$ cat src/rtl/string_prefix_to_rank_number_unit_defines.svh
// ----------------------------------------------------------------------------
// Assertion macros shared by the string rank unit
// Each macro expands to one labelled concurrent assertion.
// ----------------------------------------------------------------------------
`ifndef STRING_PREFIX_TO_RANK_NUMBER_UNIT_DEFINES_SVH
`define STRING_PREFIX_TO_RANK_NUMBER_UNIT_DEFINES_SVH

// Same-cycle implication, disabled in reset
`define SPRN_ASSERT_IMPL(label, clk, rst_n, ante, cons) \
    label: assert property (@(posedge clk) disable iff (!rst_n) (ante) |-> (cons)) \
        else $error("sprn: same-cycle check failed");

// Next-cycle implication, disabled in reset
`define SPRN_ASSERT_NEXT(label, clk, rst_n, ante, cons) \
    label: assert property (@(posedge clk) disable iff (!rst_n) (ante) |=> (cons)) \
        else $error("sprn: next-cycle check failed");

`endif

$ cat src/rtl/sprn_pkg.sv
// ----------------------------------------------------------------------------
// sprn_pkg
// Widths, register indexes and shared types of the string rank unit.
// ----------------------------------------------------------------------------
package sprn_pkg;

    // Number of characters carried per transaction (one lane each)
    localparam int MAX_PREFIX = 9;

    localparam int CHAR_W     = 8;
    localparam int LEN_W      = 8;
    localparam int RANK_W     = 64;
    localparam int COUNT_W    = 9;
    localparam int PLEN_W     = 4;
    localparam int CFG_ADDR_W = 2;
    localparam int CFG_DATA_W = 9;

    localparam int IN_DATA_W  = LEN_W + MAX_PREFIX * CHAR_W;
    localparam int STEP_W     = $clog2(MAX_PREFIX + 1);
    localparam int EXTRA_W    = PLEN_W + 1;
    localparam int GRP_SIZE   = 3;
    localparam int NUM_GRP    = (MAX_PREFIX + GRP_SIZE - 1) / GRP_SIZE;

    // Register indexes
    localparam logic [CFG_ADDR_W-1:0] CFG_FIRST_CHAR = 2'd0;
    localparam logic [CFG_ADDR_W-1:0] CFG_CHAR_COUNT = 2'd1;
    localparam logic [CFG_ADDR_W-1:0] CFG_PREFIX_LEN = 2'd2;

    // Register reset values
    localparam logic [CHAR_W-1:0]  FIRST_CHAR_RST = 8'd32;
    localparam logic [COUNT_W-1:0] CHAR_COUNT_RST = 9'd95;
    localparam logic [PLEN_W-1:0]  PREFIX_LEN_RST = 4'd9;

    // What one lane hands to the merge stage
    typedef struct packed {
        logic [RANK_W-1:0] term;
        logic              bad;
    } lane_out_t;

endpackage

$ cat src/rtl/sprn_lane.sv
// ----------------------------------------------------------------------------
// sprn_lane
// One character position: offset from the first code, range check and the
// weighted term (offset times B), registered.
// ----------------------------------------------------------------------------
module sprn_lane
    import sprn_pkg::*;
(
    input  logic               clk,
    input  logic               load,
    input  logic               used,
    input  logic [CHAR_W-1:0]  ch,
    input  logic [CHAR_W-1:0]  first_char,
    input  logic [COUNT_W-1:0] char_count,
    input  logic [RANK_W-1:0]  base,
    output lane_out_t          lane_out
);

    logic [CHAR_W:0]          off;
    logic                     neg;
    logic [CHAR_W-1:0]        mag;
    logic [RANK_W+CHAR_W-1:0] prod_full;
    logic [RANK_W-1:0]        prod;
    logic [RANK_W-1:0]        term;
    logic                     bad;
    lane_out_t                lane_out_reg;

    // Signed offset, magnitude at most 255
    assign off = {1'b0, ch} - {1'b0, first_char};
    assign neg = off[CHAR_W];
    assign mag = neg ? CHAR_W'(~off + (CHAR_W+1)'(1)) : off[CHAR_W-1:0];

    // Weighted term modulo 2^64, sign restored after the multiply
    assign prod_full = (RANK_W+CHAR_W)'(base) * (RANK_W+CHAR_W)'(mag);
    assign prod      = prod_full[RANK_W-1:0];
    assign term      = neg ? (~prod + RANK_W'(1)) : prod;

    // A negative offset wraps to a huge value, always outside the set
    assign bad = used && (neg || (COUNT_W'(off[CHAR_W-1:0]) >= char_count));

    // Hold the lane result for the merge stage
    always_ff @(posedge clk)
    begin
        if (load)
        begin
            lane_out_reg.term <= used ? term : '0;
            lane_out_reg.bad  <= bad;
        end
    end

    assign lane_out = lane_out_reg;

endmodule

$ cat config.mk
export PLATFORM = sky130hd
export DESIGN_NAME = sprn_lane
export DESIGN_NICKNAME = d
export VERILOG_FILES = /design/src/rtl/string_prefix_to_rank_number_unit_defines.svh /design/src/rtl/sprn_pkg.sv /design/src/rtl/sprn_lane.sv
export SDC_FILE = /design/constraint.sdc
export NUM_CORES = 1
export LEC_CHECK = 0
export BUFFER_PORTS_ARGS = -buffer_cell sky130_fd_sc_hd__buf_2
export CAP_MARGIN = 0
export CORE_UTILIZATION = 64
export CTS_CLUSTER_SIZE = 10
export DETAILED_ROUTE_END_ITERATION = 8
export PLACE_DENSITY = 0.94
export SLEW_MARGIN = 10
export SYNTH_ARGS = -nofsm -noshare
export SYNTH_HDL_FRONTEND = slang
export SYNTH_SLANG_ARGS = --single-unit
$ cat constraint.sdc
create_clock -name clk -period 14.85 [get_ports clk]
set_clock_uncertainty 0.1 [all_clocks]
set_input_delay 2.97 -clock clk [delete_from_list [all_inputs] [get_ports clk]]
set_output_delay 2.97 -clock clk [all_outputs]
set_load 0.05 [all_outputs]
==> qor.txt <==
Final GP Congestion = 0.991
DRC Markers = 0
Die area = 32600 µm²
Grt ovf = 0
Post-synth EDFFs = 65
Max reg flops = 65
CP max stage cell = xor2_4
Global-route wire length before repair = 91800 µm
Crit-path most repeated cell = fa_1
CP required = 14.83 ns
Resize count post-CTS = 0
HP Class = in -> reg
Family with the most delay on the worst path = adder cells
Nets = 2998
Crit path buf inv count = 7
Yosys cell types = 77
Max Freq = 76.3 MHz
Hold Path Origin = char_count[8]
RSZ-0062 raised after global routing = false
Iter 0 DRT Violations = 1771
Final Hold Fails = 0
Max Transition Viols Final = 0
Synth Net Count = 2912
Synth Register Bits = 65
Top Layer Used = met5
Row cnt = 64
Routed Antenna Nets = 0
Synth Cell Area = 20400 µm²
Synth top cells by count = inv_1 (430), fa_1 (349), nor2b_1 (238)
Setup crit start kind = input port
Core area = 31000 µm²
Final min period = 13.11 ns
Ys flop type = edfxtp_1
WL per Instance = 19.4 µm
Metal3 WL = 5800 µm
I/O Pins = 157
Crit path launch = ch[0]
Max cap viols = 0
CP Capture Point = lane_out[60]
H-tree levels = 3
CP peak stage delay = 0.95 ns
Routed WL = 55600 µm
Gate Count Post-Synth = 2381
Post-synth top area cell = fa_1
Die Span X = 180 µm
Synth top area cells = fa_1 (34%), edfxtp_1 (9.6%), inv_1 (7.9%)
Largest net degree at the start of global routing = 68
# setup viols final = 0
Wire length on met2 = 25900 µm
Total CTS buffers = 9
DP HPWL = 45200 µm
Clock buffer depth = 2
Post-synthesis sequential area ratio = 9.57%
Layout cells sized above 1 = 8.86%
Avg Synthesized Cell Area = 8.56 µm²
Sum of negative setup slack = 0 ns
Number of port buffers = 156
CTS Root Cell = clkbuf_16
Total setup buffers inserted after CTS = 0
N_diodes = 0
Most frequent cell after synthesis = inv_1
CP arrival = 13.09 ns
Crit. path cell count = 33
Status = finished clean
Clock transition at path regs = 0.05 ns
Crit. End Element = flop
Critical path class = in -> reg
CTS tree = yes
Fraction of registers with async set or reset after synthesis = 0%
Vias in the first global route = 17900
Least-Margin Pin Slew = 1.11 ns
Synth top area share = 34.3%
Synth warn = 0
Chip height = 180 µm
Vias post-DR = 17500
Maximum fanout along the worst path = 47
Initial Util = 65.8%
Ratio of final minimum period to clock period = 88.3%
M1 WL = 22500 µm
Hold-fix buffers at CTS = 0
Via-per-instance ratio = 6.09
CTS Sinks = 65
Layout area overhead = 7.00%
Initial antenna violation count = 1
Gr usage total = 35.1%
DRT Pass-1 Iters = 8
Normalized max-slew margin = 25.7%
==> area by class of cell <==
class | count | area, µm²
repair buffers | 169 | 878
clock inverters | 6 | 92.6
clock buffers | 10 | 229
well taps | 396 | 495
fillers | 2224 | 9170
multi-input cells | 1792 | 16600
inverters | 430 | 1610
flip-flops and latches | 65 | 1950
==> metal layers <==
layer  global-route usage [%]  vias up
met5                        0        -
met4                     9.74        2
met3                     3.94      154
met2                     57.7     1072
met1                     49.5     8583
li1                         -     7660
==> per-stage QoR <==
step	utilization [%]	instances	area (µm²)	setup WS, ns	hold WS [ns]
after floorplan	-	2381	20400	3.37	2.98
after global placement	69.4	2852	21500	2.08	3.35
after detailed placement	69.4	2852	21500	1.68	3.35
after CTS	70.4	2868	21800	1.96	3.01
after global routing	70.4	2868	21800	1.20	3.01
final	70.4	2868	21800	1.74	3.01
==> worst min-delay path by stage <==
stage	end	slack [ns]	cells after the start
finish	lane_out[0]	3.01	3
global route	lane_out[0]	3.01	3
CTS	lane_out[0]	3.01	3
detailed placement	lane_out[0]	3.35	3
global placement	lane_out[0]	3.35	3
floorplan	lane_out[0]	2.98	0
==> tightest hold or removal path, stage by stage <==
cell	delay (ns)
buf_2	0.07
o21ai_0	0.07
and2_1	0.15
==> kinds of logic after synthesis <==
family / count (synthesis) / share of synthesized area, %
xor gates and xnor gates: 118 / 5.27
DFF: 65 / 9.57
buffers and inverters: 524 / 9.68
and+or+nand+nor: 883 / 24.3
muxes: 3 / 0.153
adders and majority gates: 439 / 39.8
AOI/OAI and AO/OA: 349 / 11.3
==> cell usage in the layout, fill, tap and decap left out, types with 11 or more instances in the layout <==
master,n
nor3_1,28
and2_1,185
o21ai_0,77
nand2b_1,83
buf_2,156
buf_4,13
xor2_1,36
or3_1,21
inv_1,430
nand2_1,161
nor2b_1,238
edfxtp_1,65
fa_1,349
nor2_1,78
a21o_1,24
or2_2,11
a211oi_1,11
nand4_1,20
a21oi_1,90
xnor2_1,73
nand3_1,16
o21a_1,17
ha_1,90
o31ai_1,13
o211ai_1,16
Power is left out: the tool's default activity adds up to more than one toggle a clock period on the data nets, which glitch-free logic cannot reach.
