--- config.mk ---
export PLATFORM = sky130hd
export DESIGN_NAME = sprn_base_gen
export DESIGN_NICKNAME = d
export VERILOG_FILES = /design/src/rtl/sprn_pkg.sv /design/src/rtl/sprn_base_gen.sv
export VERILOG_INCLUDE_DIRS = /design/src /design/src/rtl
export SDC_FILE = /design/constraint.sdc
export NUM_CORES = 2
export LEC_CHECK = 0
export ABC_AREA = 1
export BUFFER_PORTS_ARGS = -buffer_cell sky130_fd_sc_hd__clkbuf_2
export CAP_MARGIN = 20
export CORE_MARGIN = 1.5
export CORE_UTILIZATION = 30
export DETAILED_ROUTE_END_ITERATION = 8
export GPL_TIMING_DRIVEN = 0
export PLACE_DENSITY = 0.49
export SKIP_CTS_REPAIR_TIMING = 1
export SLEW_MARGIN = 10
export SYNTH_ARGS = -nofsm -noshare
export SYNTH_HDL_FRONTEND = slang
export SYNTH_SLANG_ARGS = --single-unit
--- constraint.sdc ---
create_clock -name clk -period 13.1 [get_ports clk]
set_input_delay 1.31 -clock clk [delete_from_list [all_inputs] [get_ports clk]]
set_output_delay 1.31 -clock clk [all_outputs]
set_load 0.05 [all_outputs]
--- src/rtl/string_prefix_to_rank_number_unit_defines.svh ---
// ----------------------------------------------------------------------------
// Assertion macros shared by the string rank unit
// Each macro expands to one labelled concurrent assertion.
// ----------------------------------------------------------------------------
`ifndef STRING_PREFIX_TO_RANK_NUMBER_UNIT_DEFINES_SVH
`define STRING_PREFIX_TO_RANK_NUMBER_UNIT_DEFINES_SVH

// Same-cycle implication, disabled in reset
`define SPRN_ASSERT_IMPL(label, clk, rst_n, ante, cons) \
    label: assert property (@(posedge clk) disable iff (!rst_n) (ante) |-> (cons)) \
        else $error("sprn: same-cycle check failed");

// Next-cycle implication, disabled in reset
`define SPRN_ASSERT_NEXT(label, clk, rst_n, ante, cons) \
    label: assert property (@(posedge clk) disable iff (!rst_n) (ante) |=> (cons)) \
        else $error("sprn: next-cycle check failed");

`endif

--- src/rtl/sprn_pkg.sv ---
// ----------------------------------------------------------------------------
// sprn_pkg
// Widths, register indexes and shared types of the string rank unit.
// ----------------------------------------------------------------------------
package sprn_pkg;

    // Number of characters carried per transaction (one lane each)
    localparam int MAX_PREFIX = 9;

    localparam int CHAR_W     = 8;
    localparam int LEN_W      = 8;
    localparam int RANK_W     = 64;
    localparam int COUNT_W    = 9;
    localparam int PLEN_W     = 4;
    localparam int CFG_ADDR_W = 2;
    localparam int CFG_DATA_W = 9;

    localparam int IN_DATA_W  = LEN_W + MAX_PREFIX * CHAR_W;
    localparam int STEP_W     = $clog2(MAX_PREFIX + 1);
    localparam int EXTRA_W    = PLEN_W + 1;
    localparam int GRP_SIZE   = 3;
    localparam int NUM_GRP    = (MAX_PREFIX + GRP_SIZE - 1) / GRP_SIZE;

    // Register indexes
    localparam logic [CFG_ADDR_W-1:0] CFG_FIRST_CHAR = 2'd0;
    localparam logic [CFG_ADDR_W-1:0] CFG_CHAR_COUNT = 2'd1;
    localparam logic [CFG_ADDR_W-1:0] CFG_PREFIX_LEN = 2'd2;

    // Register reset values
    localparam logic [CHAR_W-1:0]  FIRST_CHAR_RST = 8'd32;
    localparam logic [COUNT_W-1:0] CHAR_COUNT_RST = 9'd95;
    localparam logic [PLEN_W-1:0]  PREFIX_LEN_RST = 4'd9;

    // What one lane hands to the merge stage
    typedef struct packed {
        logic [RANK_W-1:0] term;
        logic              bad;
    } lane_out_t;

endpackage

--- src/rtl/sprn_base_gen.sv ---
// ----------------------------------------------------------------------------
// sprn_base_gen
// Builds the positional weights B(1..MAX_PREFIX) one step per cycle with a
// shared multiplier and drops each into the lane that uses it.
// ----------------------------------------------------------------------------
module sprn_base_gen
    import sprn_pkg::*;
(
    input  logic               clk,
    input  logic               rst_n,
    input  logic               start,
    input  logic [COUNT_W-1:0] char_count,
    input  logic [PLEN_W-1:0]  plen,
    output logic               busy,
    output logic [RANK_W-1:0]  lane_base [MAX_PREFIX]
);

    logic                      busy_reg;
    logic [STEP_W-1:0]         step_reg;
    logic [RANK_W-1:0]         acc_reg;
    logic [RANK_W-1:0]         lane_base_reg [MAX_PREFIX];
    logic [RANK_W+COUNT_W-1:0] acc_prod;
    logic [RANK_W-1:0]         acc_next;

    // B(m+1) = B(m) * k + 1, wrapping
    assign acc_prod = (RANK_W+COUNT_W)'(acc_reg) * (RANK_W+COUNT_W)'(char_count);
    assign acc_next = acc_prod[RANK_W-1:0] + RANK_W'(1);

    // Step sequencer
    always_ff @(posedge clk or negedge rst_n)
    begin
        if (!rst_n)
        begin
            busy_reg <= 1'b1;
            step_reg <= STEP_W'(1);
            acc_reg  <= '0;
        end
        else if (start)
        begin
            busy_reg <= 1'b1;
            step_reg <= STEP_W'(1);
            acc_reg  <= '0;
        end
        else if (busy_reg)
        begin
            acc_reg  <= acc_next;
            step_reg <= step_reg + STEP_W'(1);
            if (step_reg == STEP_W'(MAX_PREFIX))
            begin
                busy_reg <= 1'b0;
            end
        end
    end

    // Lane i takes B(plen - i)
    always_ff @(posedge clk)
    begin
        for (int i = 0; i < MAX_PREFIX; i++)
        begin
            if (busy_reg && !start &&
                (EXTRA_W'(step_reg) + EXTRA_W'(i) == EXTRA_W'(plen)))
            begin
                lane_base_reg[i] <= acc_next;
            end
        end
    end

    assign busy      = busy_reg;
    assign lane_base = lane_base_reg;

`include "string_prefix_to_rank_number_unit_defines.svh"

    `SPRN_ASSERT_NEXT(base_gen_ends, clk, rst_n, busy_reg && !start && (step_reg == STEP_W'(MAX_PREFIX)) && !$past(start), !busy_reg || start)

endmodule

==> out/metrics.cfg <==
[floorplan]
die_y_um=367
core_mm2=0.131
dieArea_mm2=0.134
rows=133
die_x_um=367
start_util_pct=30.2
io-pin-count=593

[timing]
finalHoldViolCount=0
fmax_mhz=132
worst_pin_slew_ps=1160
post-route-period-util_pct=57.8
skew_ps=15.7
maxSlewHeadroom_pct=22.5
setup_viol_count_final=0
fin_crit_ps=7570
rsz0062_at_grt=false
slew_violations=0

[critical_path]
critical_path_required_ps=13430
worst_path_most_repeated_cell=nand2_1
critPathCaptureType=register
crit_fanout=10
critPathKind=in -> reg
r2r-start=acc_reg[28]
cpPeakStageDelay_ps=700
cp-startpoint=char_count[5]
cp_cell_sequence=clkbuf_1 > clkbuf_1 > buf_1 > nand2_1 > inv_1 > fa_1 > fa_1 > fa_1 > inv_1 > fa_1 > inv_1 > ha_1 > nand2_1 > nor2_1 > nand2_1 > nor3_2 > nand2_1 > nand3_2 > nand2_1 > nand3b_1 > and2_1
worst_path_max_delay_cell=buf_1
critPathLaunchType=input pin
arrival_ps=7910

[drt]
detail_route.wl_per_cell_um=21.0
drtAntennaViolNets=0
routed-via-count=28900
drt-pass1-iter-count=5
dr.first_iter.drc_count=2387
viasPerCell=4.43
wl_um=137000
drc=0

[global_route]
grt_pass1_vias=28400
grt_overflow=0
antenna_found_initial=2
grt_max_degree=38
track_usage_pct=20.2
grt_first_pass_wirelength_um=199000

[clocking]
clockRootBuffer=clkbuf_16
cts_buffer_depth=3
path_clk_slew_ps=70
clock_latency_ps=630
cts.sinks=645
cts-buffers-inserted=58
htree_num_levels=2
cts_tree=yes

[finish]
nets=5216
layout_commonest_cell=nand2_1
final-instance-count-excl-fill=6517
area.growth.synth_to_final_pct=20.1
largest_register_ffs=576
drive_gt1_share_pct=17.3
num-fill-cells=13300
most-common-layout-cells=nand2_1 (1220), inv_1 (1039), clkbuf_2 (585)

[logic_synthesis]
synth-seq-cells=645
synth_area_mm2=0.0397
ys_types=39
avgSynthCellArea_um2=10.0
yosysSeqAreaShare_pct=48.0
synth.net_count=4469
yosysWarnings=0
syn_inst=3966

[job]
max_cap_violations=0

[placed_design]
place_inst=6406
gp_congestion=0.958
hpwl_um=113000
port_buffers=586

[min_path]
hp-class=reg -> reg
hp-start=acc_reg[63]

[status]
status=complete, no violations

## cell usage after synthesis
library cell	number	area share, %
a21oi_1	54	0.68
dfstp_2	2	0.13
and2_4	3	0.066
o211ai_1	2	0.038
nor4b_1	2	0.044
and3_1	1	0.016
xor2_2	3	0.12
inv_1	1039	9.8
buf_1	51	0.48
xor2_1	26	0.57
fa_1	402	20
nand3_2	10	0.25
a22o_1	13	0.29
nor4_1	7	0.11
o2111ai_1	1	0.022
nand2_1	1220	12
o21ai_0	23	0.29
nor3_2	2	0.050
nor2_1	113	1.1
a2111oi_0	2	0.044
and2_1	30	0.47
buf_2	8	0.10
ha_1	85	2.7
xnor2_1	10	0.22
clkbuf_1	73	0.69
or2_1	3	0.047
edfxtp_1	576	44
xnor2_2	1	0.041
nand2_2	6	0.095
inv_2	1	0.0095
nand3_1	81	1.0
nor3_1	4	0.050
nand3b_1	13	0.25
dfrtp_1	67	4.2
nor2_2	6	0.095
a211oi_1	1	0.019
o21bai_1	11	0.21
nand4_1	12	0.19
or2_2	2	0.032
## kinds of logic after synthesis
kind of cell | after synthesis | share of synthesized area, %
fa+ha+maj | 487 | 23.0
flops | 645 | 48.0
simple gates | 1515 | 15.4
compound gates | 107 | 1.59
xor+xnor | 40 | 0.959
buf+inv | 1172 | 11.1
## worst paths after layout
kind | cells after the start | to | slack [ps]
max | 21 | lane_base[357] | 5530
min | 2 | acc_reg[63] | 550
max reg2reg | 19 | lane_base[357] | 6940
min reg2reg | 2 | acc_reg[63] | 550
max in group asynchronous | 2 | acc_reg[60] | 11740
min in group asynchronous | 1 | step_reg[1] | 700
## critical path: cells and delay by family
kind / cells / cell delay [ps]
buf+inv: 6 / 2010
simple gates: 10 / 2250
fa+ha+maj: 5 / 2290
## routing by layer
metal,global-route usage [%],wire (µm)
met4,5.94,4140
met3,2.54,8590
met2,33.3,64400
met1,27.8,60000
met5,0,17
## cell type report
class	instances	area (µm²)	area share, %
Antenna cell	1	2.50	0.00525
Sequential cell	645	19000	39.9
Buffer	132	505	1.06
Clock inverter	36	437	0.917
Multi-Input combinational cell	2149	16300	34.2
Timing Repair Buffer	687	3740	7.86
Clock buffer	72	1520	3.20
Tap cell	1755	2200	4.61
Inverter	1040	3900	8.19
## metrics by stage
step | hold WS [ps] | utilization (%) | setup WS [ps] | setup TNS (ps) | instance area, µm²
finish | 554 | 36.3 | 5530 | 0 | 47600
global route | 606 | 36.3 | 5290 | 0 | 47600
CTS | 557 | 36.3 | 5580 | 0 | 47600
detailed placement | 532 | 34.8 | 4930 | 0 | 45700
global placement | 513 | 34.1 | -11910 | -2116950 | 44800
floorplan | 449 | - | 503 | 0 | 39700
Power is not shown: default switching activity piles up to over one toggle a cycle in this logic, so the estimate is an artifact.
