**config.mk**
```make
export PLATFORM = sky130hd
export DESIGN_NAME = sprn_merge
export DESIGN_NICKNAME = d
export VERILOG_FILES = /design/src/rtl/sprn_pkg.sv /design/src/rtl/sprn_merge.sv
export VERILOG_INCLUDE_DIRS = /design/src /design/src/rtl
export SDC_FILE = /design/constraint.sdc
export NUM_CORES = 1
export LEC_CHECK = 0
export ABC_AREA = 1
export BUFFER_PORTS_ARGS = -buffer_cell sky130_fd_sc_hd__buf_2
export CAP_MARGIN = 20
export CORE_ASPECT_RATIO = 1.1
export CORE_MARGIN = 2
export CORE_UTILIZATION = 40
export DETAILED_ROUTE_END_ITERATION = 10
export SYNTH_ARGS = -nofsm -noshare
export SYNTH_HDL_FRONTEND = slang
export SYNTH_SLANG_ARGS = --single-unit
```
**constraint.sdc**
```tcl
create_clock -name clk -period 6.66 [get_ports clk]
set_input_delay 0.999 -clock clk [delete_from_list [all_inputs] [get_ports clk]]
set_output_delay 0.999 -clock clk [all_outputs]
set_load 0.01 [all_outputs]
```
**src/rtl/string_prefix_to_rank_number_unit_defines.svh**
```systemverilog
// ----------------------------------------------------------------------------
// Assertion macros shared by the string rank unit
// Each macro expands to one labelled concurrent assertion.
// ----------------------------------------------------------------------------
`ifndef STRING_PREFIX_TO_RANK_NUMBER_UNIT_DEFINES_SVH
`define STRING_PREFIX_TO_RANK_NUMBER_UNIT_DEFINES_SVH

// Same-cycle implication, disabled in reset
`define SPRN_ASSERT_IMPL(label, clk, rst_n, ante, cons) \
    label: assert property (@(posedge clk) disable iff (!rst_n) (ante) |-> (cons)) \
        else $error("sprn: same-cycle check failed");

// Next-cycle implication, disabled in reset
`define SPRN_ASSERT_NEXT(label, clk, rst_n, ante, cons) \
    label: assert property (@(posedge clk) disable iff (!rst_n) (ante) |=> (cons)) \
        else $error("sprn: next-cycle check failed");

`endif

```
**src/rtl/sprn_pkg.sv**
```systemverilog
// ----------------------------------------------------------------------------
// sprn_pkg
// Widths, register indexes and shared types of the string rank unit.
// ----------------------------------------------------------------------------
package sprn_pkg;

    // Number of characters carried per transaction (one lane each)
    localparam int MAX_PREFIX = 9;

    localparam int CHAR_W     = 8;
    localparam int LEN_W      = 8;
    localparam int RANK_W     = 64;
    localparam int COUNT_W    = 9;
    localparam int PLEN_W     = 4;
    localparam int CFG_ADDR_W = 2;
    localparam int CFG_DATA_W = 9;

    localparam int IN_DATA_W  = LEN_W + MAX_PREFIX * CHAR_W;
    localparam int STEP_W     = $clog2(MAX_PREFIX + 1);
    localparam int EXTRA_W    = PLEN_W + 1;
    localparam int GRP_SIZE   = 3;
    localparam int NUM_GRP    = (MAX_PREFIX + GRP_SIZE - 1) / GRP_SIZE;

    // Register indexes
    localparam logic [CFG_ADDR_W-1:0] CFG_FIRST_CHAR = 2'd0;
    localparam logic [CFG_ADDR_W-1:0] CFG_CHAR_COUNT = 2'd1;
    localparam logic [CFG_ADDR_W-1:0] CFG_PREFIX_LEN = 2'd2;

    // Register reset values
    localparam logic [CHAR_W-1:0]  FIRST_CHAR_RST = 8'd32;
    localparam logic [COUNT_W-1:0] CHAR_COUNT_RST = 9'd95;
    localparam logic [PLEN_W-1:0]  PREFIX_LEN_RST = 4'd9;

    // What one lane hands to the merge stage
    typedef struct packed {
        logic [RANK_W-1:0] term;
        logic              bad;
    } lane_out_t;

endpackage

```
**src/rtl/sprn_merge.sv**
```systemverilog
// ----------------------------------------------------------------------------
// sprn_merge
// Adds the lane terms in a two-level registered tree, adds the count of
// used characters and the overlength mark, and drives the output register.
// ----------------------------------------------------------------------------
module sprn_merge
    import sprn_pkg::*;
(
    input  logic               clk,
    input  logic               rst_n,
    input  logic               in_valid,
    output logic               in_ready,
    input  lane_out_t          lanes [MAX_PREFIX],
    input  logic [EXTRA_W-1:0] extra,
    output logic               m_tvalid,
    input  logic               m_tready,
    output logic [RANK_W-1:0]  rank,
    output logic               bad_char
);

    logic               grp_valid_reg;
    logic [RANK_W-1:0]  grp_sum_reg [NUM_GRP];
    logic [RANK_W-1:0]  grp_sum_next [NUM_GRP];
    logic               grp_bad_reg;
    logic               grp_bad_next;
    logic [EXTRA_W-1:0] grp_extra_reg;
    logic               out_valid_reg;
    logic [RANK_W-1:0]  rank_reg;
    logic [RANK_W-1:0]  rank_next;
    logic               bad_reg;
    logic               out_ready;
    logic               grp_ready;

    assign out_ready = !out_valid_reg || m_tready;
    assign grp_ready = !grp_valid_reg || out_ready;
    assign in_ready  = grp_ready;

    // First level: partial sums over groups of lanes
    always_comb
    begin
        grp_bad_next = 1'b0;
        for (int g = 0; g < NUM_GRP; g++)
        begin
            grp_sum_next[g] = '0;
            for (int j = 0; j < GRP_SIZE; j++)
            begin
                if (g * GRP_SIZE + j < MAX_PREFIX)
                begin
                    grp_sum_next[g] = grp_sum_next[g] + lanes[g * GRP_SIZE + j].term;
                    grp_bad_next    = grp_bad_next | lanes[g * GRP_SIZE + j].bad;
                end
            end
        end
    end

    // Second level: total plus one per used character and the overlength mark
    always_comb
    begin
        rank_next = RANK_W'(grp_extra_reg);
        for (int g = 0; g < NUM_GRP; g++)
        begin
            rank_next = rank_next + grp_sum_reg[g];
        end
    end

    // Valid flags
    always_ff @(posedge clk or negedge rst_n)
    begin
        if (!rst_n)
        begin
            grp_valid_reg <= 1'b0;
            out_valid_reg <= 1'b0;
        end
        else
        begin
            if (grp_ready)
            begin
                grp_valid_reg <= in_valid;
            end
            if (out_ready)
            begin
                out_valid_reg <= grp_valid_reg;
            end
        end
    end

    // Payload
    always_ff @(posedge clk)
    begin
        if (grp_ready)
        begin
            grp_sum_reg   <= grp_sum_next;
            grp_bad_reg   <= grp_bad_next;
            grp_extra_reg <= extra;
        end
        if (out_ready)
        begin
            rank_reg <= rank_next;
            bad_reg  <= grp_bad_reg;
        end
    end

    assign m_tvalid = out_valid_reg;
    assign rank     = rank_reg;
    assign bad_char = bad_reg;

`include "string_prefix_to_rank_number_unit_defines.svh"

    `SPRN_ASSERT_NEXT(merge_takes_item, clk, rst_n, in_valid && in_ready, grp_valid_reg)

endmodule

```
==> flow_summary_export.csv <==
group,metric,value,unit
timing,hold_viol,0,
placed_design,portBuffers,660,
floorplanning,placeableCoreArea,0.0938,mm²
global_route,grt_pass1_vias,35570,
final_layout,final_core_util,46.5,%
floorplanning,die_w,297,µm
setup_path,required,7.02,ns
min_path,min_path_type,"in -> async",
clock_tree,cts-resized-gates,0,
power_and_ir_drop,powerDensity,533,mW/mm²
floorplanning,dieArea,0.0968,mm²
floorplanning,die_h,326,µm
timing,tightest_slew,1.01,ns
timing,max_freq,280,MHz
route,drt-vias-per-instance,4.65,
floorplanning,start_util,40.2,%
global_route,overflow,0,
yosys,yosys_warnings,0,
placed_design,hpwl,126,mm
route,num_vias,36443,
setup_path,cpMostUsedCell,"inv_1",
timing,slew_viol_final,0,
clock_tree,cts_made_buffers,30,
setup_path,arrival,3.94,ns
clock_tree,cts_buffer_depth,3,
yosys,syn_area_per_cell,6.44,µm²
timing,finalSetupTns,0,ns
clock_tree,path_clk_slew,0.07,ns
clock_tree,post-cts-setup-buffers,0,
final_layout,nets,7717,
run,max-cap-violations,0,
route,drtAntennaViolNets,0,
setup_path,path_class,"reg -> reg",
yosys,synth_top_area_share,23.6,%
timing,finalSetupViolCount,0,
floorplanning,pin_count,661,
clock_tree,clock_latency,0.60,ns
timing,setup_slack,3.08,ns
setup_path,endpoint_kind,"register",
timing,finalClockSkew,0.0258,ns
route,drc,0,
setup_path,crit_slowest_cell,"fa_1",
placed_design,dpl_worst_slack,2.70,ns
yosys,synth_cells,5860,
power_and_ir_drop,leakagePower,26.1,nW
setup_path,crit_family,"adder cells",
yosys,syn_nets,7021,
route,wl,139,mm
global_route,grt_start_max_net_pins,69,
timing,whs,0.181,ns
yosys,synth-seq-area-share,21.1,%
floorplanning,rows,118,
power_and_ir_drop,ir_drop,0.000339,V
clock_tree,cts_root_buf,"clkbuf_16",
yosys,ys_ff_latch,265,
final_layout,syn2layout_area_growth,15.6,%
clock_tree,ctsHoldBuffers,0,
route,drt_iter0_markers,2655,
yosys,ys_top_cells_by_area,"nand2_1, edfxtp_1, inv_1",
timing,relSlewSlack,32.7,%
final_layout,largest_register_ffs,192,
timing,fin_crit_sh,53.7,%
timing,grt_setup_unrepaired,"false",
run_status,outcome,"finished, final reports clean",
final_layout,drive_gt1_share,12.3,%
global_route,grt_pass1_wl,209,mm
setup_path,max_stage_delay,0.51,ns
yosys,yosys.cell_types.count,25,
setup_path,worstPathMaxFanout,4,
clock_tree,cts.sinks,265,
yosys,synth_top_cell_by_area,"nand2_1",
global_route,track_usage,28.4,%
yosys,syn_area,0.0377,mm²
route,first_pass_iters,6,
clock_tree,cts_tree,"done",
route,avgRoutedWirePerCell,17.8,µm
setup_path,path_cells,"inv_1 -> fa_1 -> inv_1 -> ha_1 -> ha_1 -> nand2_2 -> nor2_1 -> inv_1 -> nor2_1 -> a21oi_1 -> nand2_2 -> xor2_1",
placed_design,place.gp.congestion,1.01,
global_route,antenna_found_initial,7,
setup_path,startpoint_type,"register",
timing,period_needed,3.58,ns
setup_path,cp.buffers_inverters,3,
clock_tree,htree_levels,1,
-- cells by family (layout without fill, tap and decap cells) --
kind of cell,after synthesis,in the layout,share of synthesized area (%)
AOI/OAI and AO/OA,199,199,2.83
and+or+nand+nor,3214,3214,34.3
adders and majority gates,567,567,24.0
DFF,265,265,21.1
xor gates and xnor gates,137,137,3.18
other,0,1,0
buffers and inverters,1478,2197,14.7
-- worst register-to-register path, cell delays in order (launching register included) --
cell	delay (ns)
edfxtp_1	0.48
inv_1	0.11
fa_1	0.51
inv_1	0.04
ha_1	0.27
ha_1	0.50
nand2_2	0.14
nor2_1	0.17
inv_1	0.10
nor2_1	0.34
a21oi_1	0.15
nand2_2	0.19
xor2_1	0.35
-- layout by cell type, fill, tap and decap left out, drive strengths merged --
cell,instances
inv,1477
o211ai,2
o21ai,8
nor2,461
clkinv,8
ha,307
bufinv,2
diode,1
clkinvlp,5
nor4,9
edfxtp,263
nand4,50
nor3,60
fa,260
nand3,232
clkbuf,41
buf,664
a21oi,163
o21bai,26
nand2,2402
xor2,130
xnor2,7
dfrtp,2
-- power by group --
group,internal (mW),leakage (nW),switching (mW)
sequential,3.24,2.71,0.325
combinational,5.47,22.9,12.6
clock,0.940,0.453,0.734
total,9.65,26.1,13.6
-- routing by layer --
layer,vias up,global-route usage (%),routed length (µm)
li1,18820,-,-
met1,16358,36.9,60200
met2,1060,48.4,64800
met3,201,3.25,7780
met4,4,11.2,6480
met5,-,0,33
-- synthesized netlist by cell type (all sizes together) --
library cell / n
nand2: 2402
inv: 1473
nor2: 461
ha: 307
edfxtp: 263
fa: 260
nand3: 232
a21oi: 163
xor2: 130
nor3: 60
nand4: 50
o21bai: 26
nor4: 9
o21ai: 8
xnor2: 7
clkinv: 5
dfrtp: 2
o211ai: 2
-- final cells by class --
class                           count  area (µm²)
Fill cell                       10088       50100
Multi-Input combinational cell   4117       24300
Sequential cell                   265        7950
Inverter                         1478        5550
Timing Repair Buffer              664        3330
Tap cell                         1260        1580
Clock buffer                       41         813
Clock inverter                     14         155
Antenna cell                        1        2.50
-- path summary, 6_finish.rpt --
check                                 from             to  slack (ns)  cells past startpoint
max in group asynchronous            rst_n  grp_valid_reg        6.38                      1
min in group clk               grp_bad_reg       bad_char        0.44                      0
min reg2reg                    grp_bad_reg       bad_char        0.44                      0
min                                  rst_n       m_tvalid        0.18                      1
max                        grp_sum_reg[94]       rank[31]        3.08                     12
max reg2reg                grp_sum_reg[94]       rank[31]        3.08                     12
-- stage by stage --
stage / std cells / power (mW) / cell area [µm²]
finish: 7840 / 23.3 / 43600
global route: 7839 / 25.5 / 43600
CTS: 7839 / 23.3 / 43600
detailed placement: 7784 / 21.5 / 42700
global placement: 7784 / 21.4 / 42700
floorplan: 5860 / 15.0 / 37700
Note: power is estimated with default switching activity, not from simulation.
